===== src/rtl/pls_pkg.sv =====
package pls_pkg;

    localparam int WORD_W    = 32;
    localparam int MODE_W    = 3;
    localparam int POS_W     = 5;
    localparam int STATUS_W  = 2;
    localparam int COUNT_W   = 5;
    localparam int DEPTH_DEF = 16;

    localparam logic [MODE_W-1:0] MODE_APPEND = 3'd0;
    localparam logic [MODE_W-1:0] MODE_PUSH   = 3'd1;
    localparam logic [MODE_W-1:0] MODE_POP    = 3'd2;
    localparam logic [MODE_W-1:0] MODE_INSERT = 3'd3;
    localparam logic [MODE_W-1:0] MODE_ERASE  = 3'd4;
    localparam logic [MODE_W-1:0] MODE_READ   = 3'd5;

    localparam logic [STATUS_W-1:0] ST_OK    = 2'd0;
    localparam logic [STATUS_W-1:0] ST_EMPTY = 2'd1;
    localparam logic [STATUS_W-1:0] ST_RANGE = 2'd2;
    localparam logic [STATUS_W-1:0] ST_FULL  = 2'd3;

    // command broadcast to every cell of the row
    typedef struct packed {
        logic                     ins;
        logic                     ers;
        logic signed [WORD_W-1:0] val;
    } cell_cmd_t;

endpackage


===== src/rtl/pls_cell.sv =====
module pls_cell #(
    parameter int IDX_W = 5,
    parameter int IDX   = 0
) (
    input  logic                              clk,
    input  pls_pkg::cell_cmd_t                cmd,
    input  logic [IDX_W-1:0]                  idx,
    input  logic signed [pls_pkg::WORD_W-1:0] left_word,
    input  logic signed [pls_pkg::WORD_W-1:0] right_word,
    output logic signed [pls_pkg::WORD_W-1:0] word,
    output logic [pls_pkg::WORD_W-1:0]        sel_word
);
    import pls_pkg::*;

    logic signed [WORD_W-1:0] word_reg;
    logic signed [WORD_W-1:0] word_next;
    logic                     hit;
    logic                     after;

    assign hit   = (idx == IDX_W'(IDX));
    assign after = (idx < IDX_W'(IDX));

    always_comb
    begin
        word_next = word_reg;
        if (cmd.ins && hit)
        begin
            word_next = cmd.val;
        end
        else if (cmd.ins && after)
        begin
            word_next = left_word;
        end
        else if (cmd.ers && (hit || after))
        begin
            word_next = right_word;
        end
    end

    always_ff @(posedge clk)
    begin
        word_reg <= word_next;
    end

    assign word     = word_reg;
    assign sel_word = hit ? word_reg : '0;

endmodule


===== src/rtl/positional_list_store.sv =====
// Ordered list of up to DEPTH signed words held in a row of cells, slot 0 at the head.
// Every request (append, push, pop, insert, erase, read) gives exactly one result
// with the word popped or read, a status and the entry count afterwards; a failed
// request leaves the list unchanged. All cells compare their slot with the index and
// shift towards head or tail together, so the row accepts one request per clock
// while no result waits unaccepted, and the result sits in the output register from
// the next cycle. A new request is taken while the last result is being taken.
module positional_list_store #(
    parameter int DEPTH = pls_pkg::DEPTH_DEF
) (
    input  logic                                clk,
    input  logic                                rst_n,
    input  logic                                in_valid,
    output logic                                in_ready,
    input  logic [pls_pkg::MODE_W-1:0]          mode,
    input  logic [pls_pkg::POS_W-1:0]           position,
    input  logic signed [pls_pkg::WORD_W-1:0]   value,
    output logic                                out_valid,
    input  logic                                out_ready,
    output logic signed [pls_pkg::WORD_W-1:0]   read_data,
    output logic [pls_pkg::STATUS_W-1:0]        status,
    output logic [pls_pkg::COUNT_W-1:0]         entry_count
);
    import pls_pkg::*;

    localparam int CW = $clog2(DEPTH + 1);
    localparam int IW = (CW > POS_W) ? CW : POS_W;

    logic [CW-1:0]             used_count_reg;
    logic [CW-1:0]             used_count_next;
    logic                      out_valid_reg;
    logic signed [WORD_W-1:0]  read_data_reg;
    logic [STATUS_W-1:0]       status_reg;
    logic [COUNT_W-1:0]        entry_count_reg;

    logic                      in_accept;
    logic [IW-1:0]             pos_ext;
    logic [IW-1:0]             used_ext;
    logic                      full;
    logic                      empty;
    logic [STATUS_W-1:0]       st;
    logic                      do_ins;
    logic                      do_ers;
    logic                      do_rd;
    logic [IW-1:0]             idx;
    cell_cmd_t                 cmd;
    logic [WORD_W-1:0]         rd_bus;

    logic signed [WORD_W-1:0]  cell_word [DEPTH];
    logic [WORD_W-1:0]         cell_sel  [DEPTH];

    assign in_ready  = !out_valid_reg || out_ready;
    assign in_accept = in_valid && in_ready;

    assign pos_ext  = IW'(position);
    assign used_ext = IW'(used_count_reg);
    assign full     = (used_count_reg == CW'(DEPTH));
    assign empty    = (used_count_reg == '0);

    always_comb
    begin
        st              = ST_OK;
        do_ins          = 1'b0;
        do_ers          = 1'b0;
        do_rd           = 1'b0;
        idx             = pos_ext;
        used_count_next = used_count_reg;
        unique case (mode)
            MODE_APPEND:
            begin
                if (full)
                begin
                    st = ST_FULL;
                end
                else
                begin
                    do_ins          = 1'b1;
                    idx             = used_ext;
                    used_count_next = used_count_reg + CW'(1);
                end
            end
            MODE_PUSH:
            begin
                if (full)
                begin
                    st = ST_FULL;
                end
                else
                begin
                    do_ins          = 1'b1;
                    idx             = '0;
                    used_count_next = used_count_reg + CW'(1);
                end
            end
            MODE_POP:
            begin
                if (empty)
                begin
                    st = ST_EMPTY;
                end
                else
                begin
                    do_ers          = 1'b1;
                    do_rd           = 1'b1;
                    idx             = '0;
                    used_count_next = used_count_reg - CW'(1);
                end
            end
            MODE_INSERT:
            begin
                if (pos_ext > used_ext)
                begin
                    st = ST_RANGE;
                end
                else if (full)
                begin
                    st = ST_FULL;
                end
                else
                begin
                    do_ins          = 1'b1;
                    used_count_next = used_count_reg + CW'(1);
                end
            end
            MODE_ERASE:
            begin
                if (empty)
                begin
                    st = ST_EMPTY;
                end
                else if (pos_ext >= used_ext)
                begin
                    st = ST_RANGE;
                end
                else
                begin
                    do_ers          = 1'b1;
                    used_count_next = used_count_reg - CW'(1);
                end
            end
            MODE_READ:
            begin
                if (empty)
                begin
                    st = ST_EMPTY;
                end
                else if (pos_ext >= used_ext)
                begin
                    st = ST_RANGE;
                end
                else
                begin
                    do_rd = 1'b1;
                end
            end
            default:
            begin
                st = ST_OK;
            end
        endcase
    end

    assign cmd.ins = do_ins && in_accept;
    assign cmd.ers = do_ers && in_accept;
    assign cmd.val = value;

    for (genvar i = 0; i < DEPTH; i++)
    begin : g_cell
        pls_cell #(
            .IDX_W (IW),
            .IDX   (i)
        ) u_cell (
            .clk        (clk),
            .cmd        (cmd),
            .idx        (idx),
            .left_word  ((i == 0) ? value : cell_word[(i == 0) ? 0 : i - 1]),
            .right_word ((i == DEPTH - 1) ? cell_word[i]
                                          : cell_word[(i == DEPTH - 1) ? i : i + 1]),
            .word       (cell_word[i]),
            .sel_word   (cell_sel[i])
        );
    end

    // only the addressed cell drives a non-zero word
    always_comb
    begin
        rd_bus = '0;
        for (int i = 0; i < DEPTH; i++)
        begin
            rd_bus = rd_bus | cell_sel[i];
        end
    end

    always_ff @(posedge clk or negedge rst_n)
    begin
        if (!rst_n)
        begin
            used_count_reg <= '0;
            out_valid_reg  <= 1'b0;
        end
        else
        begin
            if (in_accept)
            begin
                used_count_reg <= used_count_next;
                out_valid_reg  <= 1'b1;
            end
            else if (out_ready)
            begin
                out_valid_reg <= 1'b0;
            end
        end
    end

    always_ff @(posedge clk)
    begin
        if (in_accept)
        begin
            read_data_reg   <= do_rd ? $signed(rd_bus) : '0;
            status_reg      <= st;
            entry_count_reg <= COUNT_W'(used_count_next);
        end
    end

    assign out_valid   = out_valid_reg;
    assign read_data   = read_data_reg;
    assign status      = status_reg;
    assign entry_count = entry_count_reg;

    a_count_bound: assert property (@(posedge clk) disable iff (!rst_n)
        used_count_reg <= CW'(DEPTH))
        else $error("entry count beyond depth");

    a_insert_grows: assert property (@(posedge clk) disable iff (!rst_n)
        cmd.ins |=> used_count_reg == $past(used_count_reg) + CW'(1))
        else $error("insert did not grow the list");

    a_erase_shrinks: assert property (@(posedge clk) disable iff (!rst_n)
        cmd.ers |=> used_count_reg == $past(used_count_reg) - CW'(1))
        else $error("erase did not shrink the list");

    a_fail_no_data: assert property (@(posedge clk) disable iff (!rst_n)
        out_valid_reg && status_reg != ST_OK |-> read_data_reg == '0)
        else $error("failed transaction carries read data");

endmodule

===== config.mk =====
export PLATFORM = sky130hd
export DESIGN_NAME = positional_list_store
export DESIGN_NICKNAME = d
export VERILOG_FILES = /design/src/rtl/pls_pkg.sv /design/src/rtl/pls_cell.sv /design/src/rtl/positional_list_store.sv
export SDC_FILE = /design/constraint.sdc
export NUM_CORES = 1
export LEC_CHECK = 0
export ABC_CLOCK_PERIOD_IN_PS = 9630
export BUFFER_PORTS_ARGS = -buffer_cell sky130_fd_sc_hd__buf_2
export CAP_MARGIN = 15
export CORE_AREA = 8 8 252 254
export DETAILED_ROUTE_END_ITERATION = 10
export DIE_AREA = 0 0 260 262
export GPL_TIMING_DRIVEN = 0
export PLACE_DENSITY = 0.86
export RECOVER_POWER = 25
export SLEW_MARGIN = 20
export SYNTH_ARGS = -nofsm -noshare
export SYNTH_HDL_FRONTEND = slang
export SYNTH_HIERARCHICAL = 1
export SYNTH_SLANG_ARGS = --single-unit

===== constraint.sdc =====
create_clock -name clk -period 9.63 [get_ports clk]
set_clock_uncertainty 0.1 [all_clocks]
set_input_delay 1.926 -clock clk [delete_from_list [all_inputs] [get_ports clk]]
set_output_delay 1.926 -clock clk [all_outputs]
set_load 0.1 [all_outputs]

==> qor.csv <==
stage,metric,value,unit
run_status,result of the run,finished with violations,
run_status,failing checks,"capacitance limit, slew limit",
yosys,Syn Std Cell Area,0.0375,mm^2
cts,Worst-Skew Late Latency,620,ps
run,max-cap violation count,3,
setup_path,Setup Crit Path Kind,in2reg,
power,leakage,14.4,nW
global_routing,largest net degree at the start of global routing,43,
cts,CTS max path bufs,3,
worst_hold_path,"Endpoint, Worst Hold",out_valid,
sta,fmax,0.143,GHz
final_layout,FF/Latch Area,0.0167,mm^2
final_layout,final core occ,0.698,
floorplan,# rows,90,
place,DP HPWL,102,mm
place,IO buf count,82,
final_layout,Finished Cell Area,0.0416,mm^2
final_layout,Area growth syn-to-layout,10.7,%
yosys,"FF+latch count, synth",557,
sta,pins over their slew limit,49,
floorplan,full die area,0.0681,mm^2
sta,actual slew at the worst max-slew pin,1800,ps
final_layout,max FFs per register,512,
floorplan,initial core utilization,0.630,
drt,Iter 0 DRT Violations,4517,
yosys,Synth top area share,0.441,
place,Area after DPL,0.0396,mm^2
setup_path,register-to-register setup slack,3030,ps
final_layout,fill count,4533,
yosys,"EDFF count, synth",551,
final_layout,multi-input logic area,0.0187,mm^2
setup_path,Reg-to-Reg Start,used_count_reg[4],
cts,CTS tree,done,
drt,routed via count,33100,
cts,"Reg clk slew, reported paths",60,ps
setup_path,"slowest stage delay, CP",1120,ps
final_layout,layout cell share with drive strength beyond 1,0.151,
yosys,most frequent cell after synthesis,edfxtp_1,
setup_path,CP Capture Type,register,
cts,Sink Count,557,
drt,post-route DRC violation count,0,
sta,unrepaired setup endpoints after global routing,no,
power,maximum vdd drop,0.000172,V
sta,# setup viols final,0,
drt,first-pass iteration count of the detailed router,6,
final_layout,Layout Nets,3895,
sta,final worst slack,2610,ps
sta,Final Hold Viols,0,
drt,number of routed nets with antenna violations,0,
yosys,"area leader, netlist",edfxtp_1,
floorplan,Core Region,0.0596,mm^2
cts,# hold bufs at CTS,0,
yosys,Synth Flop Type,edfxtp_1,
setup_path,R2R Path End,g_cell[15].u_cell/word[11],
sta,min Tclk post-route,7020,ps
global_routing,initial antenna violation count,4,
setup_path,CP required,9750,ps
cts,Root Buffer,clkbuf_16,
floorplan,Die Ht,262,um
sta,period utilisation layout,0.729,
yosys,Area contributors post-synth,"edfxtp_1, and2_1, a31oi_1",
global_routing,Top Usage Layer GRT,met2,
global_routing,first-pass GRT wire length,194,mm
setup_path,critical path data arrival time,7140,ps
floorplan,io pins,85,
yosys,"FFs w/ async S/R, synth",0.0108,
global_routing,Total GRT Usage,0.372,
yosys,syn nets,3702,
drt,routed wire length,130,mm
worst_hold_path,critical hold path startpoint,out_valid,
cts,post-cts sizing count,0,
yosys,Ys Warns,6,
global_routing,met3 Usage GRT,0.0802,
global_routing,vias in the first global route,31700,
floorplan,overall die width,260,um
setup_path,crit-path leading delay family,simple AND/OR/NAND/NOR gates,
global_routing,met1 usage,0.484,
setup_path,startpoint types,input port,
yosys,Netlist cell types,90,
cts,Post-CTS Repair Setup Buffers,0,
cts,CTS Buf Count,68,
yosys,post-synthesis sequential area ratio,0.445,
setup_path,CP Cell Sequence,clkbuf_1 > ha_1 > a21o_1 > a21o_1 > o221a_1 > or3_1 > nor3_1 > clkbuf_1 > nor2_1 > nor2_1 > clkbuf_1,
yosys,Post-synth top cells,"edfxtp_1, and2_1, a31oi_1",
global_routing,GR Overflow Total,0,
place,gp weighted congestion,1.03,
setup_path,Crit Path Max Fanout,21,
place,"worst slack, placed",3040,ps
cts,htree depth,3,
setup_path,reg2reg path depth,12,
drt,Avg Vias per Cell,7.07,
sta,Relative slew margins,-0.210,
worst_hold_path,type of the most critical hold path,reg2reg,
power,PwrDens,170,mW/mm^2
drt,routed length per instance,27.8,um
setup_path,CP most frequent cell,clkbuf_1,
sta,Worst Hold Slack,443,ps
yosys,Syn Inst Count,3651,
yosys,Syn Area/Cell,10.3,um^2
global_routing,M2 GR Usage,0.576,
setup_path,Crit path buffers/inverters,3,
setup_path,CP max-delay cell,clkbuf_1,
worst_hold_path,Min-Delay Path Depth,2,
[cells in the final DEF, fill, tap and decap left out, types with 65 or more instances in the layout]
cell / instances
mux2_4: 90
edfxtp_1: 551
nand4b_1: 65
nand3_1: 73
a21oi_1: 86
nor4_1: 156
clkbuf_16: 70
and3_1: 162
nor3_1: 202
clkbuf_1: 295
and2_1: 420
nor2_1: 94
buf_2: 108
o21ai_0: 200
a31oi_1: 308
nand4_1: 97
nand2_1: 80
[metrics by stage]
step                       TNS, ps  power, mW  instances
after floorplan                  0       3.88       3651
after global placement    -2181270       4.37       4515
after detailed placement         0       4.42       4556
after CTS                        0       7.04       4677
after global routing             0       7.24       4680
final                            0       7.06       4680
[per-layer routing]
| layer | vias to the layer above | part of all wire |
|---|---|---|
| met5 | - | 0.00010 |
| met4 | 2 | 0.061 |
| met3 | 389 | 0.13 |
| met2 | 2400 | 0.44 |
| met1 | 15700 | 0.37 |
| li1 | 14600 | - |
[how the worst max path moves through the flow]
stage / from / slack (ps) / cells past startpoint / end
floorplan: position[3] / 8 / 8 / g_cell[3].u_cell/word[0]
global placement: position[3] / -4810 / 12 / g_cell[9].u_cell/word[16]
detailed placement: position[3] / 3040 / 15 / g_cell[9].u_cell/word[15]
CTS: position[3] / 3700 / 15 / g_cell[9].u_cell/word[5]
global route: position[3] / 2530 / 11 / g_cell[15].u_cell/word[21]
finish: position[3] / 2610 / 11 / g_cell[15].u_cell/word[11]
[worst min-delay path: cells and delay by family, from the launching register on]
family	cells	cell delay, ps
simple gates	2	170
flops	1	340
[final cells by class]
class,instances,share of cell area
inverter,11,0.000994
clock inverter,41,0.0108
buffer,386,0.0507
timing repair buffer,123,0.0190
antenna,3,0.000181
tap,782,0.0235
sequential,557,0.402
clock buffer,80,0.0431
multi-input combinational,2697,0.450
[power breakdown]
| part | switching (mW) | internal [mW] |
|---|---|---|
| combinational | 1.13 | 0.451 |
| sequential | 0.0714 | 2.77 |
| clock | 1.07 | 1.57 |
[logic make-up after synthesis]
family          after synthesis  share of synthesized area
compound gates              844                      0.149
xor+xnor                      2                   0.000467
fa+ha+maj                     7                    0.00233
buf+inv                     397                     0.0587
flops                       557                      0.445
mux                         225                     0.0744
simple gates               1619                      0.271
Power figures use the tool's default switching activity.
